### src/glsc_pkg.sv
`timescale 1ns / 1ps

package glsc_pkg;

   localparam int MAX_SIDE    = 32;
   localparam int SAMPLE_W    = 24;
   localparam int SIDE_W      = $clog2(MAX_SIDE + 1);
   localparam int ADDR_W      = $clog2(MAX_SIDE);
   localparam int POS_W       = 5;
   localparam int VALUE_W     = 38;
   localparam int STENCIL_W   = SAMPLE_W + 3;
   localparam int SCALE_W     = 2 * SIDE_W + 1;
   localparam int PROD_W      = STENCIL_W + SCALE_W + 1;
   localparam int QUEUE_DEPTH = 4;
   localparam int SIDE_MIN    = 2;
   localparam int SIDE_RESET  = 10;
   localparam int SCALE_RESET = (SIDE_RESET + 1) * (SIDE_RESET + 1);

   // One classified sample on its way from the front end to the back end.
   typedef struct packed {
      logic [SAMPLE_W-1:0] sample;
      logic [ADDR_W-1:0]   col;
      logic [POS_W-1:0]    out_row;
      logic                first_row;
      logic                has_up;
      logic                final_item;
   } cmd_type;

   typedef struct packed {
      logic [SIDE_W-1:0]  side;
      logic [SCALE_W-1:0] scale;
   } cfg_type;

endpackage

### src/glsc_ram.sv
`timescale 1ns / 1ps

module glsc_ram #(
   parameter int WIDTH = 8,
   parameter int DEPTH = 32
) (
   input  logic                     clock,
   input  logic                     wr_en,
   input  logic [$clog2(DEPTH)-1:0] wr_addr,
   input  logic [WIDTH-1:0]         wr_data,
   input  logic [$clog2(DEPTH)-1:0] rd_addr,
   output logic [WIDTH-1:0]         rd_data
);

   logic [WIDTH-1:0] mem_ff [DEPTH];
   logic [WIDTH-1:0] rd_data_ff;

   always_ff @(posedge clock) begin
      if (wr_en) begin
         mem_ff[wr_addr] <= wr_data;
      end
      rd_data_ff <= mem_ff[rd_addr];
   end

   assign rd_data = rd_data_ff;

endmodule

### src/glsc_queue.sv
`timescale 1ns / 1ps

module glsc_queue (
   input  logic             clock,
   input  logic             reset,
   input  logic             push,
   input  glsc_pkg::cmd_type push_data,
   output logic             full,
   input  logic             pop,
   output logic             empty,
   output glsc_pkg::cmd_type head
);

   localparam int PTR_W = $clog2(glsc_pkg::QUEUE_DEPTH);
   localparam int CNT_W = $clog2(glsc_pkg::QUEUE_DEPTH + 1);

   glsc_pkg::cmd_type entries_ff [glsc_pkg::QUEUE_DEPTH];
   logic [PTR_W-1:0] wr_ptr_ff, wr_ptr_in;
   logic [PTR_W-1:0] rd_ptr_ff, rd_ptr_in;
   logic [CNT_W-1:0] count_ff, count_in;

   always_comb begin
      wr_ptr_in = wr_ptr_ff;
      rd_ptr_in = rd_ptr_ff;
      count_in  = count_ff;
      if (push) begin
         wr_ptr_in = (wr_ptr_ff == PTR_W'(glsc_pkg::QUEUE_DEPTH - 1)) ? '0 :
                     wr_ptr_ff + 1'b1;
      end
      if (pop) begin
         rd_ptr_in = (rd_ptr_ff == PTR_W'(glsc_pkg::QUEUE_DEPTH - 1)) ? '0 :
                     rd_ptr_ff + 1'b1;
      end
      if (push && !pop) begin
         count_in = count_ff + 1'b1;
      end else if (pop && !push) begin
         count_in = count_ff - 1'b1;
      end
   end

   always_ff @(posedge clock) begin
      if (reset) begin
         wr_ptr_ff <= '0;
         rd_ptr_ff <= '0;
         count_ff  <= '0;
      end else begin
         wr_ptr_ff <= wr_ptr_in;
         rd_ptr_ff <= rd_ptr_in;
         count_ff  <= count_in;
      end
   end

   always_ff @(posedge clock) begin
      if (push) begin
         entries_ff[wr_ptr_ff] <= push_data;
      end
   end

   assign full  = (count_ff == CNT_W'(glsc_pkg::QUEUE_DEPTH));
   assign empty = (count_ff == '0);
   assign head  = entries_ff[rd_ptr_ff];

endmodule

### src/glsc_front.sv
`timescale 1ns / 1ps

module glsc_front (
   input  logic                              clock,
   input  logic                              reset,
   input  logic                              csr_wr_en,
   input  logic [glsc_pkg::SIDE_W-1:0]       csr_wr_data,
   input  logic                              req_valid,
   output logic                              req_stall,
   input  logic signed [glsc_pkg::SAMPLE_W-1:0] req_sample,
   input  logic                              q_full,
   output logic                              push,
   output glsc_pkg::cmd_type                 push_data,
   output glsc_pkg::cfg_type                 cfg
);

   localparam int SW = glsc_pkg::SIDE_W;
   localparam int AW = glsc_pkg::ADDR_W;

   logic [SW-1:0]                  side_ff, side_in;
   logic [glsc_pkg::SCALE_W-1:0]   scale_ff, scale_in;
   logic [AW-1:0]                  row_ff, row_in;
   logic [AW-1:0]                  col_ff, col_in;

   logic [SW-1:0]     side_clamp;
   logic [SW:0]       side_p1;
   logic [2*SW+1:0]   side_sq;
   logic              final_item;
   logic              wrap;
   logic [AW-1:0]     r_eff, c_eff;
   logic [SW-1:0]     col_next;

   always_comb begin
      // Out-of-range sides are pinned to the legal range before use.
      if (csr_wr_data < SW'(glsc_pkg::SIDE_MIN)) begin
         side_clamp = SW'(glsc_pkg::SIDE_MIN);
      end else if (csr_wr_data > SW'(glsc_pkg::MAX_SIDE)) begin
         side_clamp = SW'(glsc_pkg::MAX_SIDE);
      end else begin
         side_clamp = csr_wr_data;
      end
      side_p1  = {1'b0, side_clamp} + 1'b1;
      side_sq  = {{(SW+1){1'b0}}, side_p1} * {{(SW+1){1'b0}}, side_p1};
      side_in  = csr_wr_en ? side_clamp : side_ff;
      scale_in = csr_wr_en ? side_sq[glsc_pkg::SCALE_W-1:0] : scale_ff;
   end

   always_comb begin
      final_item = (SW'(row_ff) == side_ff - 1'b1) && (SW'(col_ff) == side_ff - 1'b1);
      wrap       = (SW'(row_ff) >= side_ff) || (SW'(col_ff) >= side_ff);
      r_eff      = wrap ? '0 : row_ff;
      c_eff      = wrap ? '0 : col_ff;
      col_next   = SW'(c_eff) + 1'b1;

      push_data.sample     = req_sample;
      push_data.col        = c_eff;
      push_data.out_row    = glsc_pkg::POS_W'(r_eff - 1'b1);
      push_data.first_row  = (r_eff == '0);
      push_data.has_up     = (r_eff > AW'(1));
      push_data.final_item = final_item;

      push      = req_valid && !q_full;
      req_stall = q_full;

      row_in = row_ff;
      col_in = col_ff;
      if (csr_wr_en) begin
         // A register write restarts the grid at point (0, 0).
         row_in = '0;
         col_in = '0;
      end else if (push) begin
         if (final_item) begin
            row_in = '0;
            col_in = '0;
         end else if (col_next == side_ff) begin
            row_in = r_eff + 1'b1;
            col_in = '0;
         end else begin
            row_in = r_eff;
            col_in = AW'(col_next);
         end
      end
   end

   always_ff @(posedge clock) begin
      if (reset) begin
         side_ff  <= SW'(glsc_pkg::SIDE_RESET);
         scale_ff <= glsc_pkg::SCALE_W'(glsc_pkg::SCALE_RESET);
         row_ff   <= '0;
         col_ff   <= '0;
      end else begin
         side_ff  <= side_in;
         scale_ff <= scale_in;
         row_ff   <= row_in;
         col_ff   <= col_in;
      end
   end

   assign cfg.side  = side_ff;
   assign cfg.scale = scale_ff;

endmodule

### src/glsc_back.sv
`timescale 1ns / 1ps

module glsc_back (
   input  logic                                clock,
   input  logic                                reset,
   input  glsc_pkg::cfg_type                   cfg,
   input  logic                                q_empty,
   input  glsc_pkg::cmd_type                   q_head,
   output logic                                q_pop,
   output logic                                rsp_valid,
   input  logic                                rsp_stall,
   output logic signed [glsc_pkg::VALUE_W-1:0] rsp_laplacian_value,
   output logic [glsc_pkg::POS_W-1:0]          rsp_out_row,
   output logic [glsc_pkg::POS_W-1:0]          rsp_out_col,
   output logic                                rsp_run_last,
   output logic                                rsp_grid_end
);

   localparam int SW  = glsc_pkg::SIDE_W;
   localparam int AW  = glsc_pkg::ADDR_W;
   localparam int DW  = glsc_pkg::SAMPLE_W;
   localparam int STW = glsc_pkg::STENCIL_W;

   typedef enum logic [1:0] {
      ST_IDLE,
      ST_ISSUE,
      ST_COMPUTE,
      ST_EMIT
   } state_type;

   state_type         state_ff, state_in;
   glsc_pkg::cmd_type cmd_ff, cmd_in;
   logic              flush_ff, flush_in;
   logic [DW-1:0]     left_ff, left_in;
   logic signed [STW-1:0] stencil_ff, stencil_in;

   logic                                rsp_valid_ff, rsp_valid_in;
   logic [glsc_pkg::VALUE_W-1:0]        rsp_value_ff, rsp_value_in;
   logic [glsc_pkg::POS_W-1:0]          rsp_row_ff, rsp_row_in;
   logic [glsc_pkg::POS_W-1:0]          rsp_col_ff, rsp_col_in;
   logic                                rsp_last_ff, rsp_last_in;
   logic                                rsp_end_ff, rsp_end_in;

   logic [DW-1:0] rd_ctr, rd_right, rd_up;
   logic [AW-1:0] right_addr;
   logic          wr_en;
   logic          has_right, last_col, out_free;

   logic signed [STW-1:0] ctr_e, left_e, right_e, up_e, x_e, stencil_sum;
   logic signed [glsc_pkg::SCALE_W:0] scale_s;
   logic signed [glsc_pkg::PROD_W-1:0] prod;

   // The centre row is kept twice so that a column and its right neighbour
   // can be read in the same cycle.
   assign right_addr = cmd_ff.col + 1'b1;
   assign wr_en      = (state_ff == ST_COMPUTE) && !flush_ff;

   glsc_ram #(.WIDTH(DW), .DEPTH(glsc_pkg::MAX_SIDE)) u_center_a (
      .clock   (clock),
      .wr_en   (wr_en),
      .wr_addr (cmd_ff.col),
      .wr_data (cmd_ff.sample),
      .rd_addr (cmd_ff.col),
      .rd_data (rd_ctr)
   );

   glsc_ram #(.WIDTH(DW), .DEPTH(glsc_pkg::MAX_SIDE)) u_center_b (
      .clock   (clock),
      .wr_en   (wr_en),
      .wr_addr (cmd_ff.col),
      .wr_data (cmd_ff.sample),
      .rd_addr (right_addr),
      .rd_data (rd_right)
   );

   glsc_ram #(.WIDTH(DW), .DEPTH(glsc_pkg::MAX_SIDE)) u_above (
      .clock   (clock),
      .wr_en   (wr_en),
      .wr_addr (cmd_ff.col),
      .wr_data (rd_ctr),
      .rd_addr (cmd_ff.col),
      .rd_data (rd_up)
   );

   always_comb begin
      has_right = (SW'(cmd_ff.col) + 1'b1) < cfg.side;
      last_col  = SW'(cmd_ff.col) == (cfg.side - 1'b1);
      out_free  = !rsp_valid_ff || !rsp_stall;

      ctr_e   = STW'($signed(rd_ctr));
      left_e  = (cmd_ff.col == '0) ? '0 : STW'($signed(left_ff));
      right_e = has_right ? STW'($signed(rd_right)) : '0;
      up_e    = cmd_ff.has_up ? STW'($signed(rd_up)) : '0;
      x_e     = STW'($signed(cmd_ff.sample));
      stencil_sum = (ctr_e <<< 2) - left_e - right_e - up_e - x_e;

      scale_s = {1'b0, cfg.scale};
      prod    = stencil_ff * scale_s;
   end

   always_comb begin
      state_in     = state_ff;
      cmd_in       = cmd_ff;
      flush_in     = flush_ff;
      left_in      = left_ff;
      stencil_in   = stencil_ff;
      q_pop        = 1'b0;
      rsp_valid_in = rsp_valid_ff && rsp_stall;
      rsp_value_in = rsp_value_ff;
      rsp_row_in   = rsp_row_ff;
      rsp_col_in   = rsp_col_ff;
      rsp_last_in  = rsp_last_ff;
      rsp_end_in   = rsp_end_ff;

      case (state_ff)
         ST_IDLE: begin
            if (!q_empty) begin
               q_pop    = 1'b1;
               cmd_in   = q_head;
               flush_in = 1'b0;
               state_in = ST_ISSUE;
            end
         end
         ST_ISSUE: begin
            state_in = ST_COMPUTE;
         end
         ST_COMPUTE: begin
            stencil_in = stencil_sum;
            left_in    = rd_ctr;
            if (!flush_ff && cmd_ff.first_row) begin
               state_in = ST_IDLE;
            end else begin
               state_in = ST_EMIT;
            end
         end
         ST_EMIT: begin
            if (out_free) begin
               rsp_valid_in = 1'b1;
               rsp_value_in = prod[glsc_pkg::VALUE_W-1:0];
               rsp_row_in   = cmd_ff.out_row;
               rsp_col_in   = glsc_pkg::POS_W'(cmd_ff.col);
               if (flush_ff) begin
                  rsp_last_in = last_col;
                  rsp_end_in  = last_col;
                  if (last_col) begin
                     flush_in = 1'b0;
                     state_in = ST_IDLE;
                  end else begin
                     cmd_in.col = cmd_ff.col + 1'b1;
                     state_in   = ST_ISSUE;
                  end
               end else begin
                  rsp_last_in = !cmd_ff.final_item;
                  rsp_end_in  = 1'b0;
                  if (cmd_ff.final_item) begin
                     // The final sample is in; sweep the bottom row, which
                     // has no row below it.
                     flush_in          = 1'b1;
                     cmd_in.col        = '0;
                     cmd_in.out_row    = glsc_pkg::POS_W'(cfg.side - 1'b1);
                     cmd_in.sample     = '0;
                     cmd_in.has_up     = 1'b1;
                     cmd_in.first_row  = 1'b0;
                     cmd_in.final_item = 1'b0;
                     state_in          = ST_ISSUE;
                  end else begin
                     state_in = ST_IDLE;
                  end
               end
            end
         end
         default: begin
            state_in = ST_IDLE;
         end
      endcase
   end

   always_ff @(posedge clock) begin
      if (reset) begin
         state_ff     <= ST_IDLE;
         flush_ff     <= 1'b0;
         rsp_valid_ff <= 1'b0;
      end else begin
         state_ff     <= state_in;
         flush_ff     <= flush_in;
         rsp_valid_ff <= rsp_valid_in;
      end
      cmd_ff       <= cmd_in;
      left_ff      <= left_in;
      stencil_ff   <= stencil_in;
      rsp_value_ff <= rsp_value_in;
      rsp_row_ff   <= rsp_row_in;
      rsp_col_ff   <= rsp_col_in;
      rsp_last_ff  <= rsp_last_in;
      rsp_end_ff   <= rsp_end_in;
   end

   assign rsp_valid           = rsp_valid_ff;
   assign rsp_laplacian_value = rsp_value_ff;
   assign rsp_out_row         = rsp_row_ff;
   assign rsp_out_col         = rsp_col_ff;
   assign rsp_run_last        = rsp_last_ff;
   assign rsp_grid_end        = rsp_end_ff;

endmodule

### src/grid_laplacian_stencil_core.sv
// The back end takes one sample at a time through its issue, compute and emit states, reading
// the single-read-port row stores, summing the stencil and multiplying by the scale; it pops no
// new sample until it is back in idle. First-row samples yield no result, and the final sample
// starts a sweep of the bottom row. A 4-word queue decouples input.
// Reset is synchronous and active high: counters, queue, sequencer and output valid clear,
// the grid side returns to 10, and the row stores keep whatever they held.
`timescale 1ns / 1ps

module grid_laplacian_stencil_core (
   input  logic                                 clock,
   input  logic                                 reset,
   input  logic                                 csr_wr_en,
   input  logic [glsc_pkg::SIDE_W-1:0]          csr_wr_data,
   input  logic                                 req_valid,
   output logic                                 req_stall,
   input  logic signed [glsc_pkg::SAMPLE_W-1:0] req_sample,
   output logic                                 rsp_valid,
   input  logic                                 rsp_stall,
   output logic signed [glsc_pkg::VALUE_W-1:0]  rsp_laplacian_value,
   output logic [glsc_pkg::POS_W-1:0]           rsp_out_row,
   output logic [glsc_pkg::POS_W-1:0]           rsp_out_col,
   output logic                                 rsp_run_last,
   output logic                                 rsp_grid_end
);

   glsc_pkg::cmd_type push_data, q_head;
   glsc_pkg::cfg_type cfg;
   logic              push, q_full, q_pop, q_empty;

   glsc_front u_front (
      .clock       (clock),
      .reset       (reset),
      .csr_wr_en   (csr_wr_en),
      .csr_wr_data (csr_wr_data),
      .req_valid   (req_valid),
      .req_stall   (req_stall),
      .req_sample  (req_sample),
      .q_full      (q_full),
      .push        (push),
      .push_data   (push_data),
      .cfg         (cfg)
   );

   glsc_queue u_queue (
      .clock     (clock),
      .reset     (reset),
      .push      (push),
      .push_data (push_data),
      .full      (q_full),
      .pop       (q_pop),
      .empty     (q_empty),
      .head      (q_head)
   );

   glsc_back u_back (
      .clock               (clock),
      .reset               (reset),
      .cfg                 (cfg),
      .q_empty             (q_empty),
      .q_head              (q_head),
      .q_pop               (q_pop),
      .rsp_valid           (rsp_valid),
      .rsp_stall           (rsp_stall),
      .rsp_laplacian_value (rsp_laplacian_value),
      .rsp_out_row         (rsp_out_row),
      .rsp_out_col         (rsp_out_col),
      .rsp_run_last        (rsp_run_last),
      .rsp_grid_end        (rsp_grid_end)
   );

endmodule

### config.mk
export PLATFORM = sky130hd
export DESIGN_NAME = grid_laplacian_stencil_core
export DESIGN_NICKNAME = d
export VERILOG_FILES = /design/src/glsc_pkg.sv /design/src/glsc_ram.sv /design/src/glsc_queue.sv /design/src/glsc_front.sv /design/src/glsc_back.sv /design/src/grid_laplacian_stencil_core.sv
export SDC_FILE = /design/constraint.sdc
export NUM_CORES = 2
export LEC_CHECK = 0
export BUFFER_PORTS_ARGS = -buffer_cell sky130_fd_sc_hd__clkbuf_2
export CAP_MARGIN = 20
export CORE_MARGIN = 3
export CORE_UTILIZATION = 41
export DETAILED_ROUTE_END_ITERATION = 6
export PLACE_DENSITY = 0.66
export SYNTH_ARGS = -nofsm -noshare
export SYNTH_HDL_FRONTEND = slang
export SYNTH_SLANG_ARGS = --single-unit
### constraint.sdc
create_clock -name clock -period 12.4 [get_ports clock]
set_input_delay 0.62 -clock clock [delete_from_list [all_inputs] [get_ports clock]]
set_output_delay 0.62 -clock clock [all_outputs]
set_load 0.05 [all_outputs]
# Yosys cells after proc, flatten, opt, wreduce, memory -nomap -nowiden
# Memories as Yosys holds them, arrays and structs flattened. A register that Yosys moved wholly into a read port is not among the register bits.
# Cells that the tools add are included.
# W data, S select, Z words.
[op_classes]
add_sub_neg = 15
n_mul = 2
div_mod_pow = 0
magnitude_cmp = 6
eq_ne = 16
shifts = 0
n_mux = 47
bitwise = 0
reduce_logical = 29
[op_table]
columns = ["op", "n"]
rows = [
  ["$mux W37", 3],
  ["$mux W27", 3],
  ["$pmux W37 S2", 1],
  ["$sub A27 B27 Y27", 2],
  ["$mux W5", 8],
  ["$mul A27 B14 Y38", 1],
  ["$sub A26 B27 Y27", 1],
  ["$sub A27 B24 Y27", 1],
  ["$mux W24", 1],
  ["$eq A5 B6 Y1", 3],
  ["$mux W1", 17],
  ["$mux W2", 7],
  ["$mul A7 B7 Y13", 1],
  ["$add A5 B1 Y6 const B", 2],
  ["$ge A5 B6 Y1", 2],
  ["$mux W6", 2],
  ["$add A5 B1 Y5 const B", 2],
  ["$logic_not A5 Y1", 2],
  ["$reduce_and A5 Y1", 2],
  ["$eq A2 B2 Y1 const B", 4],
  ["$mux W8", 1],
  ["$pmux W2 S4", 1],
  ["$add A6 B1 Y7 const B", 1],
  ["$logic_and A1 B1 Y1", 7],
  ["other kinds (27)", 40],
]
[totals]
regBits = 178
latchBits = 0
mem_bits_rw = 2452
romBits = 0
input_bits = 35
output_inout_bits = 52
elab_cells = 142
memories = 4
[mem_list]
columns = ["name", "words", "width", "read_ports", "rd_ports_with_merged_regs", "wr", "line", "text"]
rows = [
  ["u_back.u_above.mem_ff", 32, 24, 1, 1, 1, "glsc_ram.sv:15", "logic [WIDTH-1:0] mem_ff [DEPTH];"],
  ["u_back.u_center_a.mem_ff", 32, 24, 1, 1, 1, "glsc_ram.sv:15", ""],
  ["u_back.u_center_b.mem_ff", 32, 24, 1, 1, 1, "glsc_ram.sv:15", ""],
  ["u_queue.entries_ff", 4, 37, 1, 1, 1, "glsc_queue.sv:17", "glsc_pkg::cmd_type entries_ff [glsc_pkg::QUEUE_DEPTH];"],
]

# Depth between registers and ports, before layout
[depth]
depth_word = 7
depth_mapped = 30
ltp_nobuf = 25

# Hierarchy
# A second synthesis with hierarchy kept.
[unflattened]
hier_cells = 7877
area_unflattened_um2 = 121136.2
[by_module_without_submodules]
columns = ["mod", "n_inst", "cells_per_inst", "area_per_inst_um2", "seq_area_each_um2"]
rows = [
  ["glsc_ram", 3, 1711, 30483.0, 23542.6],
  ["glsc_back", 1, 2090, 20389.6, 4224.1],
  ["glsc_queue", 1, 237, 5835.6, 4624.4],
  ["glsc_front", 1, 417, 3462.1, 560.5],
]

# Worst setup path after synthesis
# No wires, ideal clock.
[synth_timing]
kind = "register to register"
from = "register u_back.cmd_ff[8] (netlist name)"
to = "register u_back.stencil_ff[26], data pin"
setup_ns = 0.264
t_arrival_ns = 7.158
required_ns = 12.136
setup_slack_ns = 4.977
path_stages_with_launch = 31
path_buffers = 5
period_less_slack_ns = 7.423
cell_sequence = "edfxtp_1 clkbuf_1 clkbuf_1 buf_2 buf_1 inv_1 ha_1 ha_1 nor2b_1 o21a_1 o21a_1 o21ai_0 nand2b_1 a21oi_1 clkbuf_1 nand2_1 fa_1 fa_1 inv_1 ha_1 or2_2 fa_1 a211oi_1 o21ai_0 a21oi_1 o311ai_1 a21oi_1 o21ai_1 o2bb2ai_1 o41ai_2 xnor2_1"
[synth_between]
elab_chain_cells = 6
elab_cells_between_ends = 9
cone_classes = "5 x add/sub; 1 x order compare; 2 x mux; 1 x reduce/logical"
[synth_lines]
columns = ["element", "line", "text"]
rows = [
  ["from (decl)", "glsc_back.sv:32", "glsc_pkg::cmd_type cmd_ff, cmd_in;"],
  ["from (signal assigned)", "glsc_back.sv:188", "cmd_ff <= cmd_in;"],
  ["$logic_not A5 Y1 or $add A5 B1 Y6 (tied branches)", "glsc_back.sv:91, glsc_back.sv:86", ""],
  ["$mux W27 or $lt A6 B6 Y1 (tied branches)", "glsc_back.sv:91, glsc_back.sv:86", ""],
  ["$sub A26 B27 Y27 or $mux W27 (tied branches)", "glsc_back.sv:95, glsc_back.sv:92", ""],
  ["$sub A27 B27 Y27 (*) (2 in a row)", "glsc_back.sv:95", "stencil_sum = (ctr_e <<< 2) - left_e - right_e - up_e - x_e;"],
  ["$sub A27 B24 Y27 (*)", "glsc_back.sv:95", ""],
  ["named net u_back.stencil_sum[26]", "glsc_back.sv:49", "logic signed [STW-1:0] ctr_e, left_e, right_e, up_e, x_e, stencil_sum;"],
  ["to (signal assigned)", "glsc_back.sv:190", "stencil_ff <= stencil_in;"],
  ["to (decl)", "glsc_back.sv:35", "logic signed [STW-1:0] stencil_ff, stencil_in;"],
]
# Mark *: on every way through the listed nets, which the timed path passes. The rest lies on a longest branch.
# A chain may end at the register's enable or synchronous reset.

# Worst setup path in the final report
[layout_timing]
from = "register u_back.cmd_ff[9] (netlist name)"
to = "register u_back.stencil_ff[26], data pin"
# The elaborated chain is that of the path after synthesis.

==> flow_metrics.py <==
metrics = {
    "synth": {
        "ys_ff_latch": 1935,
        "synthSimpleGateAreaFrac": 0.0471,
        "seq_area_frac_synth": 0.612,
        "yosys_warnings": 0,
        "synth_adder_area_share": 0.107,
        "synth_cell_types": 81,
        "synthCells": 5337,
        "synth-edff-count": 1822,
        "netlist_area_sq_um": 93000,
        "synth_compound_area_frac": 0.0325,
        "ys.flop_type": "edfxtp_1",
        "syn_area_per_cell_sq_um": 17.4,
        "async_flop_share": 0,
        "synth_xor_area_frac": 0.0103,
        "synth_top_family_by_area": "multiplexers",
        "synth_top_area_frac": 0.588,
        "synth_top_cell_by_area": "edfxtp_1",
        "muxShareOfSynthArea": 0.161,
        "synthTopCellsByArea": "edfxtp_1 (59%), mux4_2 (16%), fa_1 (7.9%)",
    },
    "timing": {
        "clock_skew_ns": 0.0806,
        "fin_crit_ns": 8.71,
        "maxSlewHeadroom": 0.210,
        "rsz0062_at_grt": "false",
        "hold_viol": 0,
        "drv_slew": 0,
        "finalCritPeriodShare": 0.702,
        "max_freq_mhz": 115,
        "tightestPinTransition_ns": 1.18,
        "totalNegativeSetupSlack_ns": 0,
        "setup_viol": 0,
    },
    "routing": {
        "met2_wirelength_um": 118000,
        "drc_errors": 0,
        "vias_per_cell": 5.93,
        "drt-initial-drc-count": 6237,
        "vias": 51500,
        "dr_wl_met3_um": 23900,
        "wl_met1_um": 99500,
        "ant_nets": 0,
        "drt_wl_total_um": 250000,
        "wire_per_inst_um": 28.8,
        "drt-pass1-iter-count": 5,
        "maxUsedRoutingLayer": "met5",
    },
    "clock_tree": {
        "path_clk_slew_ns": 0.06,
        "cts_tree": "built",
        "cts_made_buffers": 191,
        "cts_sinks": 1935,
        "root_buffer": "clkbuf_16",
        "clk_latency_ns": 0.85,
        "htree_num_levels": 4,
        "clockBufferDepth": 3,
    },
    "worst_setup_path": {
        "crit_buf_inv": 3,
        "end_kind": "register",
        "rr_endpoint": "u_back.stencil_ff[26]",
        "critPathMaxFanout": 142,
        "crit-reg2reg-launch": "u_back.cmd_ff[9]",
        "critPathRequiredTime_ns": 12.98,
        "crit_end": "u_back.stencil_ff[26]",
        "crit_family": "compound AO/OA/AOI/OAI gates",
        "cp-start-kind": "register",
        "crit_start": "u_back.cmd_ff[9]",
        "path_depth": 25,
        "worstSetupPathType": "reg -> reg",
        "reg2reg_setup_slack_ns": 3.69,
        "slowest_stage": "a21oi_4",
        "worstRegToRegCells": 25,
        "cp.arrival_ns": 9.29,
        "max_stage_delay_ns": 0.71,
    },
    "cells_and_area": {
        "final_nets": 6126,
        "area_delta_synth_final_pct": 12.5,
        "drive_above_1_share": 0.225,
        "fillCellCount": 18900,
    },
    "floorplan": {
        "row_count": 174,
        "die_w_um": 482,
        "design.die.area_sq_um": 233000,
        "core_region_area_sq_um": 225000,
        "die_y_um": 482,
        "ios": 87,
        "start_util": 0.413,
    },
    "placed_design": {
        "place_congestion": 0.856,
        "dp_hpwl_um": 146000,
        "numPortBuffers": 86,
    },
    "grt": {
        "first_global_vias": 52500,
        "grt_start_max_net_pins": 143,
        "overflow": 0,
        "antenna_found_initial": 12,
        "grt_first_pass_wirelength_um": 364000,
        "track_usage": 0.214,
    },
    "run": {
        "cap_violations": 0,
    },
    "min_path": {
        "hold_class": "in -> reg",
    },
    "run_status": {
        "status": "finished, final reports clean",
    },
}
-- final cells by class --
| type | instances | area [sq um] | share of cell area |
|---|---|---|---|
| Antenna cell | 7 | 17.5 | 0.000167 |
| Clock buffer | 259 | 5220 | 0.0498 |
| Clock inverter | 98 | 1070 | 0.0103 |
| Inverter | 427 | 1600 | 0.0153 |
| Multi-Input combinational cell | 2697 | 33700 | 0.322 |
| Sequential cell | 1935 | 57000 | 0.544 |
| Tap cell | 2992 | 3740 | 0.0358 |
| Timing Repair Buffer | 267 | 2270 | 0.0217 |
-- Yosys cell counts, types with 4 or more instances --
library cell and n:
a31oi_1 10, mux2i_1 12, edfxtp_1 1822, a22oi_1 192
a41oi_1 7, mux4_2 661, nor2b_1 7, a211oi_1 13
dfxtp_1 113, clkbuf_1 212, a32oi_1 4, o21a_1 8
nand2_1 394, and3_1 11, nor3b_1 6, o211ai_1 6
nor2_1 109, xor2_1 35, inv_1 425, buf_2 44
a21oi_1 70, nor4_1 4, fa_1 367, nand4_1 53
and2_1 201, o21ai_0 36, xnor2_1 71, nand3_1 30
a21o_1 27, o21bai_1 11, or2_2 14, nand3b_1 7
buf_1 32, o21ai_1 4, nand2b_1 15, nor3_1 25
or3_1 9, ha_1 205
-- layout by cell type (no fill, tap or decap), types with 13 or more instances in the layout --
cell,count
edfxtp_1,1822
mux4_2,661
inv_1,425
nand2_1,394
fa_1,367
ha_1,203
and2_1,196
a22oi_1,192
clkbuf_16,191
buf_4,135
dfxtp_1,111
clkbuf_2,86
nor2_1,75
xnor2_1,71
a21oi_1,68
nand4_1,53
clkbuf_1,50
o21ai_0,36
nor2_4,34
xor2_1,32
clkinv_1,31
clkinv_2,31
nand3_1,30
a21o_1,27
nor3_1,24
dlygate4sd3_1,21
clkbuf_8,18
buf_16,16
nand2b_1,15
conb_1,15
or2_2,14
bufinv_16,14
a211oi_1,13
-- cells by family (layout without fill, tap and decap cells) --
logic type | count (synthesis) | after routing
DFF | 1935 | 1935
and+or+nand+nor | 903 | 903
buffers and inverters | 718 | 1051
muxes | 674 | 674
adders and majority gates | 572 | 572
AOI/OAI and AO/OA | 425 | 425
xor gates and xnor gates | 108 | 108
other | 2 | 22
-- layer usage --
metal  vias to the layer above  GRT usage
li1                      20900          -
met1                     27400      0.299
met2                      2754      0.341
met3                       470     0.0427
met4                         2     0.0677
met5                         -          0
-- through the flow --
stage / setup slack (ns) / hold slack, ns / std cells / utilization / instance area [sq um]
2_1_floorplan: 4.98 / 0.400 / 5350 / - / 93100
3_3_place_gp: 3.93 / 0.403 / 8276 / 0.433 / 97600
3_5_place_dp: 3.80 / 0.417 / 8283 / 0.434 / 97800
4_1_cts: 3.78 / 0.0205 / 8661 / 0.463 / 104000
5_1_grt: 3.40 / 0.0517 / 8675 / 0.464 / 105000
6_report: 3.69 / 0.0811 / 8682 / 0.464 / 105000
-- state kept, by name, indices dropped and copies added (netlist names), 2 cells and up, named ones only --
| signal | cells |
|---|---|
| u_back.cmd_ff | 37 |
| u_back.left_ff | 24 |
| u_back.rsp_laplacian_value | 38 |
| u_back.rsp_out_col | 5 |
| u_back.rsp_out_row | 5 |
| u_back.state_ff | 2 |
| u_back.stencil_ff | 27 |
| u_back.u_above.mem_ff | 768 |
| u_back.u_above.rd_data | 24 |
| u_back.u_center_a.mem_ff | 552 |
| u_back.u_center_a.rd_data | 24 |
| u_back.u_center_b.mem_ff | 216 |
| u_back.u_center_b.rd_data | 24 |
| u_front.col_ff | 5 |
| u_front.row_ff | 5 |
| u_front.scale_ff | 12 |
| u_front.side_ff | 6 |
| u_queue.count_ff | 3 |
| u_queue.entries_ff | 148 |
| u_queue.rd_ptr_ff | 2 |
| u_queue.wr_ptr_ff | 2 |
-- worst min path at each step --
stage	start	cells after the start	slack, ns	end
2_1_floorplan	u_back.cmd_ff[3]	0	0.40	u_back.rsp_out_row[0]
6_report	req_sample[1]	1	0.08	u_queue.entries_ff[1][14]
5_1_grt	req_sample[16]	1	0.05	u_queue.entries_ff[0][29]
4_1_cts	req_sample[16]	1	0.02	u_queue.entries_ff[0][29]
3_5_place_dp	u_back.cmd_ff[7]	0	0.42	u_back.rsp_out_row[4]
3_3_place_gp	u_back.cmd_ff[6]	0	0.40	u_back.rsp_out_row[3]
-- timing repair --
item                                    in CTS  in global routing
resized for setup                            0                  0
hold buffers                                21                  0
endpoints found under the hold margin       83                  0
setup buffers                                0                  0
endpoints found under the setup margin       0                  0
Power is left out: the tool's default activity adds up to more than one toggle a clock period on the data nets, which glitch-free logic cannot reach.
